===== config.mk =====
export PLATFORM = sky130hd
export DESIGN_NAME = module_announce_deframer_core
export DESIGN_NICKNAME = d
export VERILOG_FILES = /design/src/sv/mad_pkg.sv /design/src/sv/module_announce_deframer_core.sv
export VERILOG_INCLUDE_DIRS = /design/src /design/src/sv
export SDC_FILE = /design/constraint.sdc
export NUM_CORES = 1
export LEC_CHECK = 0
export BUFFER_PORTS_ARGS = -buffer_cell sky130_fd_sc_hd__buf_2
export CORE_ASPECT_RATIO = 2
export CORE_MARGIN = 4
export CORE_UTILIZATION = 55
export DETAILED_ROUTE_END_ITERATION = 8
export PLACE_DENSITY = 0.75
export REMOVE_ABC_BUFFERS = 1
export SYNTH_ARGS = -nofsm -noshare
export SYNTH_HDL_FRONTEND = slang
export SYNTH_SLANG_ARGS = --single-unit

===== constraint.sdc =====
create_clock -name clk -period 7.6 [get_ports clk]
set_clock_uncertainty 0.2 [all_clocks]
set_input_delay 0.76 -clock clk [delete_from_list [all_inputs] [get_ports clk]]
set_output_delay 0.76 -clock clk [all_outputs]
set_load 0.01 [all_outputs]

===== src/sv/module_announce_deframer_core_defines.svh =====
// Assertion macros for the module announcement deframer.
// Depends on nothing; included by module_announce_deframer_core, which carries the assertions.
`ifndef MODULE_ANNOUNCE_DEFRAMER_CORE_DEFINES_SVH
`define MODULE_ANNOUNCE_DEFRAMER_CORE_DEFINES_SVH

// Checks a property on every rising edge of clk outside reset.
`define MAD_ASSERT(lbl, prop, msg) \
  lbl: assert property (@(posedge clk) disable iff (!rst_n) prop) else $error(msg);

// Checks that a condition is always followed by another in the next cycle.
`define MAD_ASSERT_NEXT(lbl, cond, conseq, msg) \
  lbl: assert property (@(posedge clk) disable iff (!rst_n) (cond) |=> (conseq)) \
    else $error(msg);

`endif


===== src/sv/mad_pkg.sv =====
// Types and constants for the module announcement deframer.
// Depends on nothing; imported by module_announce_deframer_core and tb_top.
package mad_pkg;

  typedef enum logic [1:0] {
    PH_LENGTH = 2'd0,
    PH_TYPE   = 2'd1,
    PH_RECORD = 2'd2,
    PH_SKIP   = 2'd3
  } phase_t;

  localparam logic [7:0] ANNOUNCE_TYPE = 8'h18;
  localparam logic [7:0] MIN_LENGTH    = 8'd2;
  localparam logic [7:0] RECORD_BYTES  = 8'd8;

  typedef struct packed {
    logic [31:0] address;
    logic [15:0] kind;
    logic [15:0] version;
  } record_t;

endpackage


===== src/sv/module_announce_deframer_core.sv =====
// Module announcement deframer: parses length-prefixed packets from received
// bytes and emits one record per announcement packet.
// Depends on mad_pkg and module_announce_deframer_core_defines.svh.
//
// Usage:
// The input channel (in_valid, in_stall, in_rx_byte) takes one received byte
// per item. The result channel (out_valid, out_stall, out_module_*) delivers
// one announcement record for each packet of type 0x18, on the eighth body
// byte of that packet. All other bytes produce no result.
// Throughput is one byte per cycle while in_stall is low. When its last
// byte is accepted, a record is registered in the result register, or in
// the skid register if the receiver stalls. Parser state and result register
// sit behind a single pass of logic; the byte rate is set by that and in_stall.
// A skid register behind the result register lets one further record be
// held while a record waits on a stalled receiver; in_stall rises only
// once that skid register also holds a record, and falls in the cycle after
// the receiver drains it.
// Reset (rst_n low, synchronous) returns the parser to waiting for a length
// byte and empties both result registers.
`include "module_announce_deframer_core_defines.svh"

module module_announce_deframer_core
  import mad_pkg::*;
(
  input  logic        clk,
  input  logic        rst_n,
  input  logic        in_valid,
  output logic        in_stall,
  input  logic [7:0]  in_rx_byte,
  output logic        out_valid,
  input  logic        out_stall,
  output logic [31:0] out_module_address,
  output logic [15:0] out_module_kind,
  output logic [15:0] out_module_version
);

  phase_t      phase_r, phase_nxt;
  logic [7:0]  held_length_r, held_length_nxt;
  logic [7:0]  bytes_left_r, bytes_left_nxt;
  logic [63:0] record_shift_r, record_shift_nxt;

  logic        out_valid_r;
  record_t     out_rec_r;
  logic        skid_valid_r;
  record_t     skid_rec_r;

  logic        accept;
  logic        produce;
  logic [7:0]  left_dec;
  logic [63:0] shifted;
  record_t     new_rec;
  logic        out_free;

  assign in_stall = skid_valid_r;
  assign accept   = in_valid && !skid_valid_r;
  assign out_free = !out_valid_r || !out_stall;

  // Count down, holding at zero rather than wrapping.
  assign left_dec = (bytes_left_r == 8'd0) ? 8'd0 : bytes_left_r - 8'd1;
  assign shifted  = {record_shift_r[55:0], in_rx_byte};

  // Next state of the parser.
  always_comb begin
    phase_nxt        = phase_r;
    held_length_nxt  = held_length_r;
    bytes_left_nxt   = bytes_left_r;
    record_shift_nxt = record_shift_r;
    if (accept) begin
      unique case (phase_r)
        PH_LENGTH: begin
          if (in_rx_byte >= MIN_LENGTH) begin
            held_length_nxt = in_rx_byte;
            phase_nxt       = PH_TYPE;
          end
        end
        PH_TYPE: begin
          if (in_rx_byte == ANNOUNCE_TYPE) begin
            bytes_left_nxt   = RECORD_BYTES;
            record_shift_nxt = '0;
            phase_nxt        = PH_RECORD;
          end else begin
            bytes_left_nxt = held_length_r - MIN_LENGTH;
            phase_nxt      = (held_length_r == MIN_LENGTH) ? PH_LENGTH : PH_SKIP;
          end
        end
        PH_RECORD: begin
          record_shift_nxt = shifted;
          bytes_left_nxt   = left_dec;
          if (left_dec == 8'd0) begin
            phase_nxt = PH_LENGTH;
          end
        end
        PH_SKIP: begin
          bytes_left_nxt = left_dec;
          if (left_dec == 8'd0) begin
            phase_nxt = PH_LENGTH;
          end
        end
        default: begin
          phase_nxt = PH_LENGTH;
        end
      endcase
    end
  end

  // Result of the current byte.
  always_comb begin
    produce         = accept && (phase_r == PH_RECORD) && (left_dec == 8'd0);
    new_rec.address = shifted[63:32];
    new_rec.kind    = shifted[31:16];
    new_rec.version = shifted[15:0];
  end

  always_ff @(posedge clk) begin
    if (!rst_n) begin
      phase_r        <= PH_LENGTH;
      held_length_r  <= '0;
      bytes_left_r   <= '0;
      record_shift_r <= '0;
    end else begin
      phase_r        <= phase_nxt;
      held_length_r  <= held_length_nxt;
      bytes_left_r   <= bytes_left_nxt;
      record_shift_r <= record_shift_nxt;
    end
  end

  // Result register with a skid stage. A new record cannot arrive while the
  // skid register is full, since the input is stalled then.
  always_ff @(posedge clk) begin
    if (!rst_n) begin
      out_valid_r  <= 1'b0;
      skid_valid_r <= 1'b0;
    end else if (out_free) begin
      if (skid_valid_r) begin
        out_valid_r  <= 1'b1;
        skid_valid_r <= 1'b0;
      end else begin
        out_valid_r <= produce;
      end
    end else if (produce) begin
      skid_valid_r <= 1'b1;
    end
  end

  always_ff @(posedge clk) begin
    if (out_free) begin
      if (skid_valid_r) begin
        out_rec_r <= skid_rec_r;
      end else if (produce) begin
        out_rec_r <= new_rec;
      end
    end else if (produce) begin
      skid_rec_r <= new_rec;
    end
  end

  assign out_valid          = out_valid_r;
  assign out_module_address = out_rec_r.address;
  assign out_module_kind    = out_rec_r.kind;
  assign out_module_version = out_rec_r.version;

  `MAD_ASSERT(a_skid_implies_out, skid_valid_r |-> out_valid_r, "skid full while output empty")
  `MAD_ASSERT(a_record_count, (phase_r == PH_RECORD) |-> (bytes_left_r != 8'd0 && bytes_left_r <= RECORD_BYTES), "announcement byte count out of range")
  `MAD_ASSERT_NEXT(a_back_to_header, produce, phase_r == PH_LENGTH, "parser did not return to header after a record")
  `MAD_ASSERT_NEXT(a_skid_held, skid_valid_r && out_stall, skid_valid_r && out_valid_r, "held record lost under stall")

endmodule


Yosys cells after proc, flatten, opt, wreduce, memory -nomap -nowiden. Index checks and enable logic that the tools add are counted.

Input bits: 12. Logic and storage cells: 59. Bits in latches: 0. ROM bits: 0. Memories kept: 0. Register bits: 204. Bits in writable memories: 0.

Reductions and logical operators: 21. Multipliers: 0. Multiplexer cells: 13. Div/mod/pow operators: 0. $lt $le $gt $ge: 1. Shift operators: 0. Add/subtract/negate cells: 2. Equality and inequality tests: 8. Bitwise logic cells: 2.

Operators by type and width (count): $mux W64 (2); $pmux W56 S2 (1); $mux W56 (1); $logic_not A8 Y1 (2); $mux W8 (2); $pmux W8 S2 (1); $reduce_and A3 Y1 (3); $eq A8 B2 Y1 const B (1); $eq A8 B5 Y1 const B (1); $ge A8 B2 Y1 const B (1); $mux W2 (4); $sub A8 B1 Y8 const B (1); $sub A8 B2 Y8 const B (1); $pmux W2 S3 (1); $reduce_and A2 Y1 (3); $reduce_bool A2 Y1 (3); $eq A2 B2 Y1 const B (2); $ne A2 B2 Y1 const B (2); $reduce_or A2 Y1 (2); $logic_and A1 B1 Y1 (3); $logic_not A1 Y1 (3); $eq A2 B1 Y1 const B (1); $logic_not A2 Y1 (1); $ne A2 B1 Y1 const B (1); other kinds (3) (4).

Depth between registers and ports, before layout.
Depth after elaboration: 6. Gate-level depth with buffers: 8. Gate-level depth less buffers: 7.

Least setup slack after synthesis. OpenSTA, ideal clock, no wires.

Path kind: register -> register. From: reg bytes_left_r[0]. To: reg out_rec_r (netlist bit out_module_address[0]) (enable). Path slack: 3.579 ns. Path buffers: 0. Cell stages (with the launch flop): 8. Arrival: 3.378 ns. Cell sequence: dfxtp_1 -> inv_1 -> ha_1 -> or2_2 -> a211oi_1 -> o211ai_1 -> a21boi_2 -> a2bb2oi_2.

Longest elaborated chain between the ends: 6. Elaborated cells between the ends (all ways): 7. Those cells by class: 1 x add/sub; 1 x mux; 5 x reduce/logical.

RTL lines: from (decl) (line module_announce_deframer_core.sv:39) `logic [7:0] bytes_left_r, bytes_left_nxt;`; from (signal assigned) (line module_announce_deframer_core.sv:123) `bytes_left_r <= bytes_left_nxt;`; $sub A8 B1 Y8 or $logic_not A8 Y1 (tied branches) (line module_announce_deframer_core.sv:59) `assign left_dec = (bytes_left_r == 8'd0) ? 8'd0 : bytes_left_r - 8'd1;`; $mux W8 * (line module_announce_deframer_core.sv:59); $logic_not A8 Y1 * (line module_announce_deframer_core.sv:108) `produce = accept && (phase_r == PH_RECORD) && (left_dec == 8'd0);`; $logic_and A1 B1 Y1 * (line module_announce_deframer_core.sv:108); $reduce_bool A2 Y1 (no source line) *; $reduce_and A2 Y1 (no source line) *; to (signal assigned) (line module_announce_deframer_core.sv:149) `out_rec_r <= skid_rec_r;`; to (signal assigned) (line module_announce_deframer_core.sv:151) `out_rec_r <= new_rec;`; to (decl) (line module_announce_deframer_core.sv:43) `record_t out_rec_r;`.

Mark *: on every way between the ends. The rest lies on a longest branch, timed or not. A chain may end at the register's enable or synchronous reset.

Final worst setup path.
From: reg skid_valid_r (netlist: in_stall). To: reg out_rec_r (netlist bit out_module_address[16]) (enable).

Longest elaborated chain between the ends: 6.

RTL lines: from (decl) (line module_announce_deframer_core.sv:44) `logic skid_valid_r;`; from (signal assigned) (line module_announce_deframer_core.sv:133) `skid_valid_r <= 1'b0;`; from (signal assigned) (line module_announce_deframer_core.sv:137) `skid_valid_r <= 1'b0;`; from (signal assigned) (line module_announce_deframer_core.sv:142) `skid_valid_r <= 1'b1;`; $logic_not A1 Y1 (line module_announce_deframer_core.sv:55) `assign accept = in_valid && !skid_valid_r;`; $logic_and A1 B1 Y1 (line module_announce_deframer_core.sv:55); $logic_and A1 B1 Y1 (2 in a row) (line module_announce_deframer_core.sv:108); $reduce_bool A2 Y1 (no source line) *; $reduce_and A2 Y1 (no source line) *.

Marks and branches as above.

==> impl_metrics.yaml <==
cts:
  h-tree-depth: 1
  clk_latency_ns: 0.47
  postCtsSetupBuffers: 0
  clock-sinks: 204
  cts_tree: "built"
  cts_hold_buf: 0
  cts_made_buffers: 18
  ctsResizeCount: 0
  cts_root_buf: "clkbuf_16"
  path_clk_slew_ns: 0.07
  cts.path.max_buffers: 3
die:
  num_rows: 61
  pin_count: 78
  core_area_um2: 14040
  die_y_um: 177.7
  die_x_um: 92.86
  die_area_um2: 16500
  start_util_pct: 56.41
drt:
  route.detailed.drc: 0
  wl_per_cell_um: 18.64
  antenna_left: 0
  drt_wl_total_um: 15180
  num_vias: 4606
  via_per_inst: 5.658
  drt_iter0_markers: 335
  dr.pass1.iters: 5
synthesis:
  yosys-top-cells-area: "edfxtp_1 49%, dfxtp_1 19%, mux2_2 9.1%"
  synthFlopType: "edfxtp_1"
  synthMuxAreaShare_pct: 10.25
  synth_edf_count: 128
  synthAdderAreaFrac_pct: 0.4739
  syn_area_um2: 7921
  yosysWarnings: 0
  async_flop_share_pct: 0
  synth_cell_types: 50
  synth_top_area_share_pct: 48.52
  synthSimpleGateAreaFrac_pct: 8.782
  synth_top_family_by_area: "multiplexers"
  syn_avg_cell_area_um2: 14.46
  yosysSeqAreaShare_pct: 67.73
  syn-instance-count: 548
  synth_compound_area_share_pct: 9.525
  synth_xor_area_share_pct: 0.7740
  synth-seq-cells: 204
  yosysTopAreaCell: "edfxtp_1"
global_route:
  grt.total_usage_pct: 18.64
  overflow: 0
  grt_max_degree: 78
  grt_pass1_vias: 4663
  antenna_found_initial: 0
  grt_pass1_wl_um: 24360
worst_setup_path:
  ff2ff_setup_slack_ns: 3.94
  worst_ep_arrival_time_ns: 3.55
  start_kind: "flip-flop"
  cp_slowest_cell: "buf_4"
  critical_path_peak_fanout: 69
  worst_path_largest_cell_delay_ns: 0.66
  crit_type: "reg2reg"
  critPathRequiredTime_ns: 7.49
  path_common_cell: "buf_4"
  worstPathCellList: "nand2b_1 -> nor2_4 -> buf_4 -> a21boi_2 -> a2bb2oi_4 -> buf_4"
  critPathCaptureType: "flip-flop"
finish:
  fill_cells: 1079
  seq_area_um2: 5369
  utilization_pct: 64.41
  diodes: 0
  layout.nets: 628
  multiInputGateArea_um2: 2390
  area_delta_synth_final_pct: 14.18
  drive_above_1_share_pct: 30.08
sta:
  relSlewSlack_pct: 25.60
  rsz0062_at_grt: "false"
  min_period_over_period_pct: 48.11
  worstMarginPinSlew_ns: 1.116
  drv_slew: 0
  hold_ws_ns: 0.2684
  tns_ns: 0
  fmax_mhz: 273.5
  finalSetupViolations: 0
  min_period_ns: 3.656
  final_hold_viol_count: 0
min_path:
  hold_path_class: "reg2reg"
placed_design:
  hpwl_um: 9446
  port_buffers: 77
  place_congestion: 0.9031
run_status:
  outcome: "finished, final reports clean"
power:
  ir_drop_mv: 0.1395
  p_leak_nw: 3.263
  finalPower_mw: 2.262
  pwr_density_cell_nw_per_um2: 250.0
flow_run:
  maxCapViolCount: 0
==> worst paths after layout <==
| check | from | depth (start not counted) | endpoint |
|---|---|---|---|
| worst max-delay path | in_stall | 6 | out_module_address[16] |
| worst min-delay path | record_shift_r[52] | 0 | skid_rec_r[60] |
| worst max register to register | in_stall | 6 | out_module_address[16] |
| worst min register to register | record_shift_r[52] | 0 | skid_rec_r[60] |
==> worst max-delay path: cells and delay by family, from the launching register on <==
kind | cells | cell delay, ns
DFF | 1 | 0.62
AOI/OAI and AO/OA | 2 | 0.54
buffers and inverters | 2 | 1.16
and+or+nand+nor | 2 | 0.64
==> power by group <==
group / switching [mW] / internal [mW] / leakage [nW]
combinational: 0.0879 / 0.0580 / 1.09
clock: 0.383 / 0.525 / 0.293
sequential: 0.0211 / 1.19 / 1.88
total: 0.492 / 1.77 / 3.26
==> logic make-up (layout without fill, tap and decap cells) <==
logic type | count (synthesis) | after routing
XOR/XNOR | 7 | 7
adder cells (fa/ha/maj) | 3 | 3
AND/OR/NAND/NOR | 114 | 114
buffers and inverters | 45 | 122
multiplexers | 73 | 73
AO/OA/AOI/OAI | 102 | 102
flip-flops | 204 | 204
==> cells in the mapped netlist, drive strengths merged, types with 4 or more instances <==
cell and n:
o21ai 12, buf 19, xnor2 4, a22oi 62
nor2 8, nor4 7, a21oi 8, nand2 8
nand3 4, nor2b 66, mux2 65, dfxtp 76
edfxtp 128, mux2i 8, nor3 8, clkbuf 17
inv 9
==> layer usage <==
metal  part of all wire (%)  routed length, µm  track usage (%)  vias to the layer above
met5                      0                  0                0                        -
met4                    3.4                521            8.196                        0
met2                     55               8302            33.64                      102
met3                    3.1                467            2.418                       32
met1                     39               5885            21.87                     2291
li1                       -                  -                -                     2181
==> flip-flops by register name (all words and copies together), names as in the netlist <==
| name | count |
|---|---|
| held_length_r | 8 |
| in_stall | 1 |
| record_shift_r | 56 |
| out_module_kind | 16 |
| bytes_left_r | 8 |
| skid_rec_r | 64 |
| out_valid | 1 |
| phase_r | 2 |
| out_module_version | 16 |
| out_module_address | 32 |
==> metrics by stage <==
step / setup WS, ns / area [µm²] / cells
6_report: 3.944 / 9045 / 814
5_1_grt: 3.773 / 9045 / 814
4_1_cts: 3.951 / 9045 / 814
3_5_place_dp: 3.967 / 8444 / 782
3_3_place_gp: 4.073 / 8444 / 782
2_1_floorplan: 1.404 / 7760 / 512
==> final cells by class <==
class	count	area share [%]
clock buffer	23	5.768
clock inverter	9	0.8715
inverter	9	0.3735
multi-input combinational	299	26.42
sequential	204	59.36
tap	189	2.614
timing repair buffer	81	4.593
==> placed cells by master (no fill, tap or decap), drive strengths merged, types with 3 or more instances in the layout <==
cell type and instances:
a21oi 8, a22oi 62, and2 3, buf 81
clkbuf 23, clkinv 6, dfxtp 76, edfxtp 128
ha 3, inv 10, mux2 65, mux2i 8
nand2 8, nand2b 3, nand3 4, nor2 8
nor2b 66, nor3 8, nor4 7, o211ai 3
o21ai 12, xnor2 4, xor2 3
Note: power is estimated with default switching activity, not from simulation.
